File: src/pic_pkg.sv
// Package for the platform interrupt controller core.
// Holds address map constants and the beat payload structs; no dependencies.
package pic_pkg;

  localparam int MAX_IRQ   = 31;
  localparam int NUM_HARTS = 2;
  localparam int CTX_COUNT = 2 * NUM_HARTS;
  localparam int CTX_W     = $clog2(CTX_COUNT);
  localparam int SRC_W     = 5;

  localparam logic [23:0] PRIORITY_BASE    = 24'd0;
  localparam logic [23:0] ENABLE_BASE      = 24'd8192;
  localparam logic [23:0] THRESHOLD_BASE   = 24'd2097152;
  localparam logic [23:0] ENABLE_STRIDE    = 24'h000080;
  localparam logic [23:0] THRESHOLD_STRIDE = 24'h001000;

  localparam logic [23:0] PRIORITY_END  = PRIORITY_BASE + 24'((MAX_IRQ + 1) * 4);
  localparam logic [23:0] ENABLE_END    = ENABLE_BASE + 24'(CTX_COUNT) * ENABLE_STRIDE;
  localparam logic [23:0] THRESHOLD_END = THRESHOLD_BASE + 24'(CTX_COUNT) * THRESHOLD_STRIDE;

  localparam int ENABLE_SHIFT    = 7;   // log2 of the enable stride
  localparam int THRESHOLD_SHIFT = 12;  // log2 of the threshold stride

  typedef enum logic {
    CMD_READ  = 1'b0,
    CMD_WRITE = 1'b1
  } cmd_t;

  typedef struct packed {
    cmd_t        cmd;
    logic [23:0] address;
    logic [7:0]  write_data;
    logic [31:0] irq_lines;
  } pic_in_t;

  typedef struct packed {
    logic [7:0]       read_data;
    logic             addr_error;
    logic             ack_valid;
    logic [SRC_W-1:0] ack_source;
  } pic_out_t;

endpackage

File: src/platform_interrupt_controller_core.sv
// Platform interrupt controller core: byte register interface, claim scan, ack.
// Depends on pic_pkg for the address map constants and beat structs.
//
//   channel | signals                          | beat
//   --------+----------------------------------+---------------------------------
//   input   | in_valid, in_ready, in_data      | cmd, address, write_data, lines
//   result  | out_valid, out_ready, out_data   | read_data, addr_error, ack
//
// One beat in, one beat out, through an input register, then the decode / byte merge /
// claim scan, then the result register. A new beat can be taken every cycle while
// in_ready is high; the 31-way priority compare and encoder sets the clock.
// Reset (rst_n low, synchronous) empties both stages and zeroes every store.
// A stalled result holds the result register; the input register keeps
// filling until both stages are full, then in_ready drops.

module platform_interrupt_controller_core
  import pic_pkg::*;
(
  input  logic     clk,
  input  logic     rst_n,
  input  logic     in_valid,
  output logic     in_ready,
  input  pic_in_t  in_data,
  output logic     out_valid,
  input  logic     out_ready,
  output pic_out_t out_data
);

  // Replace one byte lane of a 32-bit word.
  function automatic logic [31:0] merge_byte(input logic [31:0] word,
                                             input logic [1:0]  lane,
                                             input logic [7:0]  data);
    logic [31:0] res;
    res = word;
    case (lane)
      2'd0:    res[7:0]   = data;
      2'd1:    res[15:8]  = data;
      2'd2:    res[23:16] = data;
      2'd3:    res[31:24] = data;
      default: res        = word;
    endcase
    return res;
  endfunction

  // Pipeline control
  logic     s1_vld_r, s1_vld_nxt;
  pic_in_t  s1_r;
  logic     out_vld_r, out_vld_nxt;
  pic_out_t out_r, out_nxt;
  logic     adv;

  // Register stores
  logic [31:0] pri_r [1:MAX_IRQ];
  logic [31:0] pri_nxt [1:MAX_IRQ];
  logic [31:0] en_r  [CTX_COUNT];
  logic [31:0] en_nxt  [CTX_COUNT];
  logic [31:0] th_r  [CTX_COUNT];
  logic [31:0] th_nxt  [CTX_COUNT];
  logic [31:0] cmp_r [CTX_COUNT];
  logic [31:0] cmp_nxt [CTX_COUNT];

  // Decode
  logic             is_wr;
  logic [1:0]       lane;
  logic             hit_pri, hit_en, hit_th;
  logic [SRC_W-1:0] pri_idx;
  logic [23:0]      en_off, th_off;
  logic [CTX_W-1:0] en_ctx, th_ctx;
  logic [31:0]      cmp_merged;
  logic [31:0]      pend;
  logic [MAX_IRQ:1] claim_hit;
  logic [SRC_W-1:0] claim_id;
  logic [31:0]      rd_word, rd_shift;

  assign adv       = !out_vld_r || out_ready;
  assign in_ready  = !s1_vld_r || adv;
  assign out_valid = out_vld_r;
  assign out_data  = out_r;

  always_comb begin
    s1_vld_nxt  = s1_vld_r;
    out_vld_nxt = out_vld_r;
    if (adv) begin
      out_vld_nxt = s1_vld_r;
      s1_vld_nxt  = in_valid;
    end else if (in_ready) begin
      s1_vld_nxt  = in_valid;
    end
  end

  // Address decode on the registered beat; priority beats enable beats threshold.
  assign is_wr   = (s1_r.cmd == CMD_WRITE);
  assign lane    = s1_r.address[1:0];
  assign hit_pri = is_wr && (s1_r.address >= PRIORITY_BASE)
                   && (s1_r.address < PRIORITY_END);
  assign hit_en  = !hit_pri && (s1_r.address >= ENABLE_BASE)
                   && (s1_r.address < ENABLE_END);
  assign hit_th  = !hit_pri && !hit_en && (s1_r.address >= THRESHOLD_BASE)
                   && (s1_r.address < THRESHOLD_END);
  assign pri_idx = s1_r.address[SRC_W+1:2];
  assign en_off  = s1_r.address - ENABLE_BASE;
  assign th_off  = s1_r.address - THRESHOLD_BASE;
  assign en_ctx  = en_off[ENABLE_SHIFT +: CTX_W];
  assign th_ctx  = th_off[THRESHOLD_SHIFT +: CTX_W];
  assign cmp_merged = merge_byte(cmp_r[th_ctx], lane, s1_r.write_data);

  // Claim scan: lowest pending, enabled source above the context threshold.
  assign pend = en_r[th_ctx] & s1_r.irq_lines;

  always_comb begin
    for (int s = 1; s <= MAX_IRQ; s++) begin
      claim_hit[SRC_W'(s)] = pend[SRC_W'(s)] && (pri_r[SRC_W'(s)] > th_r[th_ctx]);
    end
  end

  always_comb begin
    claim_id = '0;
    for (int s = MAX_IRQ; s >= 1; s--) begin
      if (claim_hit[SRC_W'(s)]) begin
        claim_id = SRC_W'(s);
      end
    end
  end

  // Store updates, only when the beat moves to the result register.
  always_comb begin
    pri_nxt = pri_r;
    en_nxt  = en_r;
    th_nxt  = th_r;
    cmp_nxt = cmp_r;
    if (s1_vld_r && adv && is_wr) begin
      if (hit_pri) begin
        if (pri_idx != '0) begin
          pri_nxt[pri_idx] = merge_byte(pri_r[pri_idx], lane, s1_r.write_data);
        end
      end else if (hit_en) begin
        en_nxt[en_ctx] = merge_byte(en_r[en_ctx], lane, s1_r.write_data);
      end else if (hit_th) begin
        if (!s1_r.address[2]) begin
          th_nxt[th_ctx] = merge_byte(th_r[th_ctx], lane, s1_r.write_data);
        end else begin
          cmp_nxt[th_ctx] = cmp_merged;
        end
      end
    end
  end

  // Result formation
  always_comb begin
    rd_word = '0;
    if (hit_en) begin
      rd_word = en_r[en_ctx];
    end else if (hit_th) begin
      rd_word = s1_r.address[2] ? {{(32-SRC_W){1'b0}}, claim_id} : th_r[th_ctx];
    end
  end

  assign rd_shift = rd_word >> {lane, 3'b000};

  always_comb begin
    out_nxt            = out_r;
    if (adv) begin
      out_nxt.read_data  = is_wr ? 8'h00 : rd_shift[7:0];
      out_nxt.addr_error = !(hit_pri || hit_en || hit_th);
      out_nxt.ack_valid  = 1'b0;
      out_nxt.ack_source = '0;
      // Completion acks only on a lane 0 write that leaves a valid source id.
      if (is_wr && hit_th && s1_r.address[2] && (lane == 2'd0)
          && (cmp_merged >= 32'd1) && (cmp_merged <= 32'(MAX_IRQ))) begin
        out_nxt.ack_valid  = 1'b1;
        out_nxt.ack_source = cmp_merged[SRC_W-1:0];
      end
    end
  end

  always_ff @(posedge clk) begin
    if (!rst_n) begin
      s1_vld_r  <= 1'b0;
      out_vld_r <= 1'b0;
      pri_r     <= '{default: '0};
      en_r      <= '{default: '0};
      th_r      <= '{default: '0};
      cmp_r     <= '{default: '0};
    end else begin
      s1_vld_r  <= s1_vld_nxt;
      out_vld_r <= out_vld_nxt;
      pri_r     <= pri_nxt;
      en_r      <= en_nxt;
      th_r      <= th_nxt;
      cmp_r     <= cmp_nxt;
    end
  end

  always_ff @(posedge clk) begin
    if (in_valid && in_ready) begin
      s1_r <= in_data;
    end
    out_r <= out_nxt;
  end

  // Assertions
  a_ack_src_nonzero: assert property (@(posedge clk) disable iff (!rst_n)
    out_vld_r && out_r.ack_valid |-> out_r.ack_source != '0)
    else $error("ack with source zero");

  a_err_quiet: assert property (@(posedge clk) disable iff (!rst_n)
    out_vld_r && out_r.addr_error |-> !out_r.ack_valid && out_r.read_data == 8'h00)
    else $error("error beat carries data or ack");

  a_ack_no_data: assert property (@(posedge clk) disable iff (!rst_n)
    out_vld_r && out_r.ack_valid |-> out_r.read_data == 8'h00)
    else $error("ack beat carries read data");

  a_s1_hold: assert property (@(posedge clk) disable iff (!rst_n)
    s1_vld_r && !adv |=> s1_vld_r && $stable(s1_r))
    else $error("input stage lost a beat while stalled");

endmodule
File: config.mk
export PLATFORM = sky130hd
export DESIGN_NAME = platform_interrupt_controller_core
export DESIGN_NICKNAME = d
export VERILOG_FILES = /design/src/pic_pkg.sv /design/src/platform_interrupt_controller_core.sv
export SDC_FILE = /design/constraint.sdc
export NUM_CORES = 2
export LEC_CHECK = 0
export BUFFER_PORTS_ARGS = -buffer_cell sky130_fd_sc_hd__buf_4
export CELL_PAD_IN_SITES_DETAIL_PLACEMENT = 0
export CELL_PAD_IN_SITES_GLOBAL_PLACEMENT = 1
export CORE_MARGIN = 4
export CORE_UTILIZATION = 30
export DETAILED_ROUTE_END_ITERATION = 6
export PLACE_DENSITY_LB_ADDON = 0.1
export SLEW_MARGIN = 20
export SYNTH_ARGS = -nofsm -noshare
export SYNTH_HDL_FRONTEND = slang
export SYNTH_SLANG_ARGS = --single-unit
File: constraint.sdc
create_clock -name clk -period 6.3 [get_ports clk]
set_clock_uncertainty 0.15 [all_clocks]
set_input_delay 1.89 -clock clk [delete_from_list [all_inputs] [get_ports clk]]
set_output_delay 1.89 -clock clk [all_outputs]
set_load 0.01 [all_outputs]
==> metrics.cfg <==
[routing]
residual_drc = 0
vias = 59600
first_pass_iters = 6
route.detailed.vias_per_inst = 5.23
wl_per_instance_um = 26.6
dr.first_iter.drc_count = 4433
wirelength_um = 303000
drtAntennaViolNets = 0

[timing]
timing.max_slew.rel_slack = 0.271
achievable-frequency_mhz = 175
hold_violations = 0
fin_setup_tns_ns = 0
final-setup-viol-count = 0
period_minus_slack_ns = 5.70
post-route-period-util = 0.905
timing.final.max_slew_violations = 0
max_slew.worst_pin.slew_ns = 1.09
grt_setup_unrepaired = false

[yosys]
synth.largest_area_cell = sky130_fd_sc_hd__dfxtp_1
synth_cells = 8198
seq_area_frac_synth = 0.396
synth-seq-cells = 1436
post_synth_main_area_contributors = sky130_fd_sc_hd__dfxtp_1 (37%), sky130_fd_sc_hd__mux4_2 (10%), sky130_fd_sc_hd__and2_1 (8.6%)
ys_types = 78
synth_async_sr_flop_share = 0
dominantRegCellSynth = sky130_fd_sc_hd__dfxtp_1
postSynthAreaPerCell_sq_um = 9.04
synth.yosys.warnings = 0
synth_edf_count = 62
synthesis.nets = 8715
post-synth-top-area-fraction = 0.371
synth.most_common_cell = sky130_fd_sc_hd__nand2_1
synth_commonest_cells = sky130_fd_sc_hd__nand2_1 (1571), sky130_fd_sc_hd__dfxtp_1 (1374), sky130_fd_sc_hd__and2_1 (1020), sky130_fd_sc_hd__o21ai_0 (1001), sky130_fd_sc_hd__ha_1 (448)
syn_area_sq_mm = 0.0741

[clock_network]
cts_post_setup_buffers_inserted = 0
cts_htree_levels = 4
cts_tree = done
post_cts_resized = 0
buffers_from_clock_root_to_sink_at_most = 3
cts_buffers = 179
hold_bufs_at_cts = 0
worstSkewPairLatency_ns = 0.85
clk_root_buffer_cell = sky130_fd_sc_hd__clkbuf_16
path_clk_slew_ns = 0.06
clock-sinks = 1436

[setup_path]
library_cell_contributing_the_largest_single_delay_on_the_critical_path = sky130_fd_sc_hd__mux4_2
required_ns = 6.84
crit_path_end_kind = flop
crit_path_cell_trace = buf_12 > buf_12 > mux4_2 > inv_1 > buf_4 > ha_1 > nand4_1 > nor4_1 > a21oi_1 > o31a_1 > a31oi_1 > nand2_1 > o211a_1 > o221a_2 > o21ai_0 > a41o_1
worst_ep_arrival_ns = 6.24
critPathKind = reg2reg
timing.critical_path.fanout_max = 28
max_stage_delay_ns = 0.64
worst_setup_path_start_kind = flop
critical_path.most_common_cell = sky130_fd_sc_hd__buf_12

[final_layout]
area.growth.synth_to_final_pct = 14.0
layout_cell_share_with_drive_strength_beyond_1 = 0.126
fin_nets = 8539

[floorplanning]
io-pin-count = 86
start_util = 0.301
die_h_um = 505
fp-row-count = 182
core_region_area_sq_mm = 0.246
floorplan_die_area_sq_mm = 0.255
die_width_um = 505

[placement]
gpl.final_weighted_congestion = 0.902
buffer_ports.inserted = 67
hpwlAfterDp_um = 204000

[flow_run]
max-cap-violations = 0

[pwr]
power.share.switching = 0.249
power.density_mw_per_mm2 = 242
power.combinational.fraction = 0.045
totalPowerFinal_mw = 20.5
pwr-share-seq = 0.449
p_leak_nw = 35.1
internal_power_mw = 15.4
power_switching_mw = 5.10
ir_drop_mv = 0.214
clock_power_share = 0.505

[grt]
grt_util_all_layers = 0.232
grt_max_degree = 145
initial_antenna_violation_count = 16
grt_pass1_vias = 57700
global_route_wire_length_before_repair_um = 435000
globalRouteOverflowTotal = 0

[worst_hold_path]
hold_path.class = reg2reg

[outcome]
status = completed

[cell type report]
type | instances | area (sq um)
repair buffers | 315 | 2990
flip-flops and latches | 1436 | 29400
inverters | 66 | 248
well taps | 3220 | 4030
diodes | 15 | 37.5
fillers | 25100 | 161000
clock inverters | 42 | 537
clock buffers | 267 | 5280
multi-input cells | 6024 | 42000
[per-stage QoR]
stage               setup slack [ns]  utilization  area, sq um  std cells  hold slack [ns]
floorplan                       1.33            -        74100       8198            0.278
global placement               0.538        0.320        78600      11100            0.283
detailed placement             0.574        0.320        78700      11100            0.292
CTS                            0.531        0.343        84500      11400            0.300
global route                   0.367        0.344        84500      11400            0.314
finish                         0.601        0.344        84500      11400            0.295
[cell usage in the layout, fill, tap and decap left out, types with 90 or more instances in the layout]
cell type                   netlist  routed
sky130_fd_sc_hd__o21ai_0       1001     969
sky130_fd_sc_hd__nor2_1         167     166
sky130_fd_sc_hd__mux4_2         337     337
sky130_fd_sc_hd__a21o_1          96      96
sky130_fd_sc_hd__o211a_1        253     253
sky130_fd_sc_hd__o21ai_1        128     128
sky130_fd_sc_hd__and2_1        1020    1019
sky130_fd_sc_hd__a21boi_1        90      90
sky130_fd_sc_hd__ha_1           448     448
sky130_fd_sc_hd__nand2_1       1571    1563
sky130_fd_sc_hd__dfxtp_1       1374    1374
sky130_fd_sc_hd__a21oi_1        239     239
sky130_fd_sc_hd__clkbuf_16        0     180
sky130_fd_sc_hd__nand4_1        122     122
sky130_fd_sc_hd__buf_4           11     265
[sequential cells by signal, indices dropped and copies added, names as in the netlist]
| register | flops |
|---|---|
| s1_vld_r | 1 |
| lane | 2 |
| is_wr | 1 |
| out_data | 15 |
| pri_idx | 5 |
| pri_r | 992 |
| out_valid | 1 |
| cmp_r | 124 |
| en_r | 128 |
| s1_r | 39 |
| th_r | 128 |
[cells by family (layout without fill, tap and decap cells)]
logic type	Yosys count	count (layout)	share of synthesized area
compound gates	2072	2072	0.174
other cells	0	15	0
flops	1436	1436	0.396
fa+ha+maj	448	448	0.0756
mux	374	374	0.107
simple gates	3130	3130	0.206
buf+inv	738	690	0.0409
[path summary, 6_finish.rpt]
kind	startpoint	to	slack, ns	cells past startpoint
setup / recovery	s1_r[52]$_DFFE_PP_	out_data[7]$_SDFFCE_PP0P_	0.60	16
setup reg to reg	s1_r[52]$_DFFE_PP_	out_data[7]$_SDFFCE_PP0P_	0.60	16
hold / removal	en_r[47]$_SDFFE_PN0P_	en_r[47]$_SDFFE_PN0P_	0.30	2
hold reg to reg	en_r[47]$_SDFFE_PN0P_	en_r[47]$_SDFFE_PN0P_	0.30	2
[critical path, delay by kind of cell, from the launching register on]
family | cells | cell delay [ns]
multiplexers | 1 | 0.64
flip-flops | 1 | 0.37
AND/OR/NAND/NOR | 3 | 0.94
AO/OA/AOI/OAI | 7 | 1.94
buffers and inverters | 4 | 1.23
adder cells (fa/ha/maj) | 1 | 0.17
[metal layers]
| layer | track usage | wire (um) | vias to the layer above |
|---|---|---|---|
| li1 | - | - | 28600 |
| met4 | 0.0729 | 10200 | 2 |
| met3 | 0.0284 | 13100 | 375 |
| met1 | 0.320 | 140000 | 29300 |
| met2 | 0.379 | 140000 | 1280 |
| met5 | 0 | 13 | - |
[power groups by stage]
stage	clock network, mW	logic, mW	registers [mW]
2_1_floorplan	0	0.484	9.38
3_3_place_gp	0	0.937	9.39
3_5_place_dp	0	0.940	9.39
4_1_cts	10.7	0.942	9.19
5_1_grt	11.0	0.980	9.19
6_report	10.3	0.926	9.19
No activity file was read; power rests on OpenSTA's default activity.
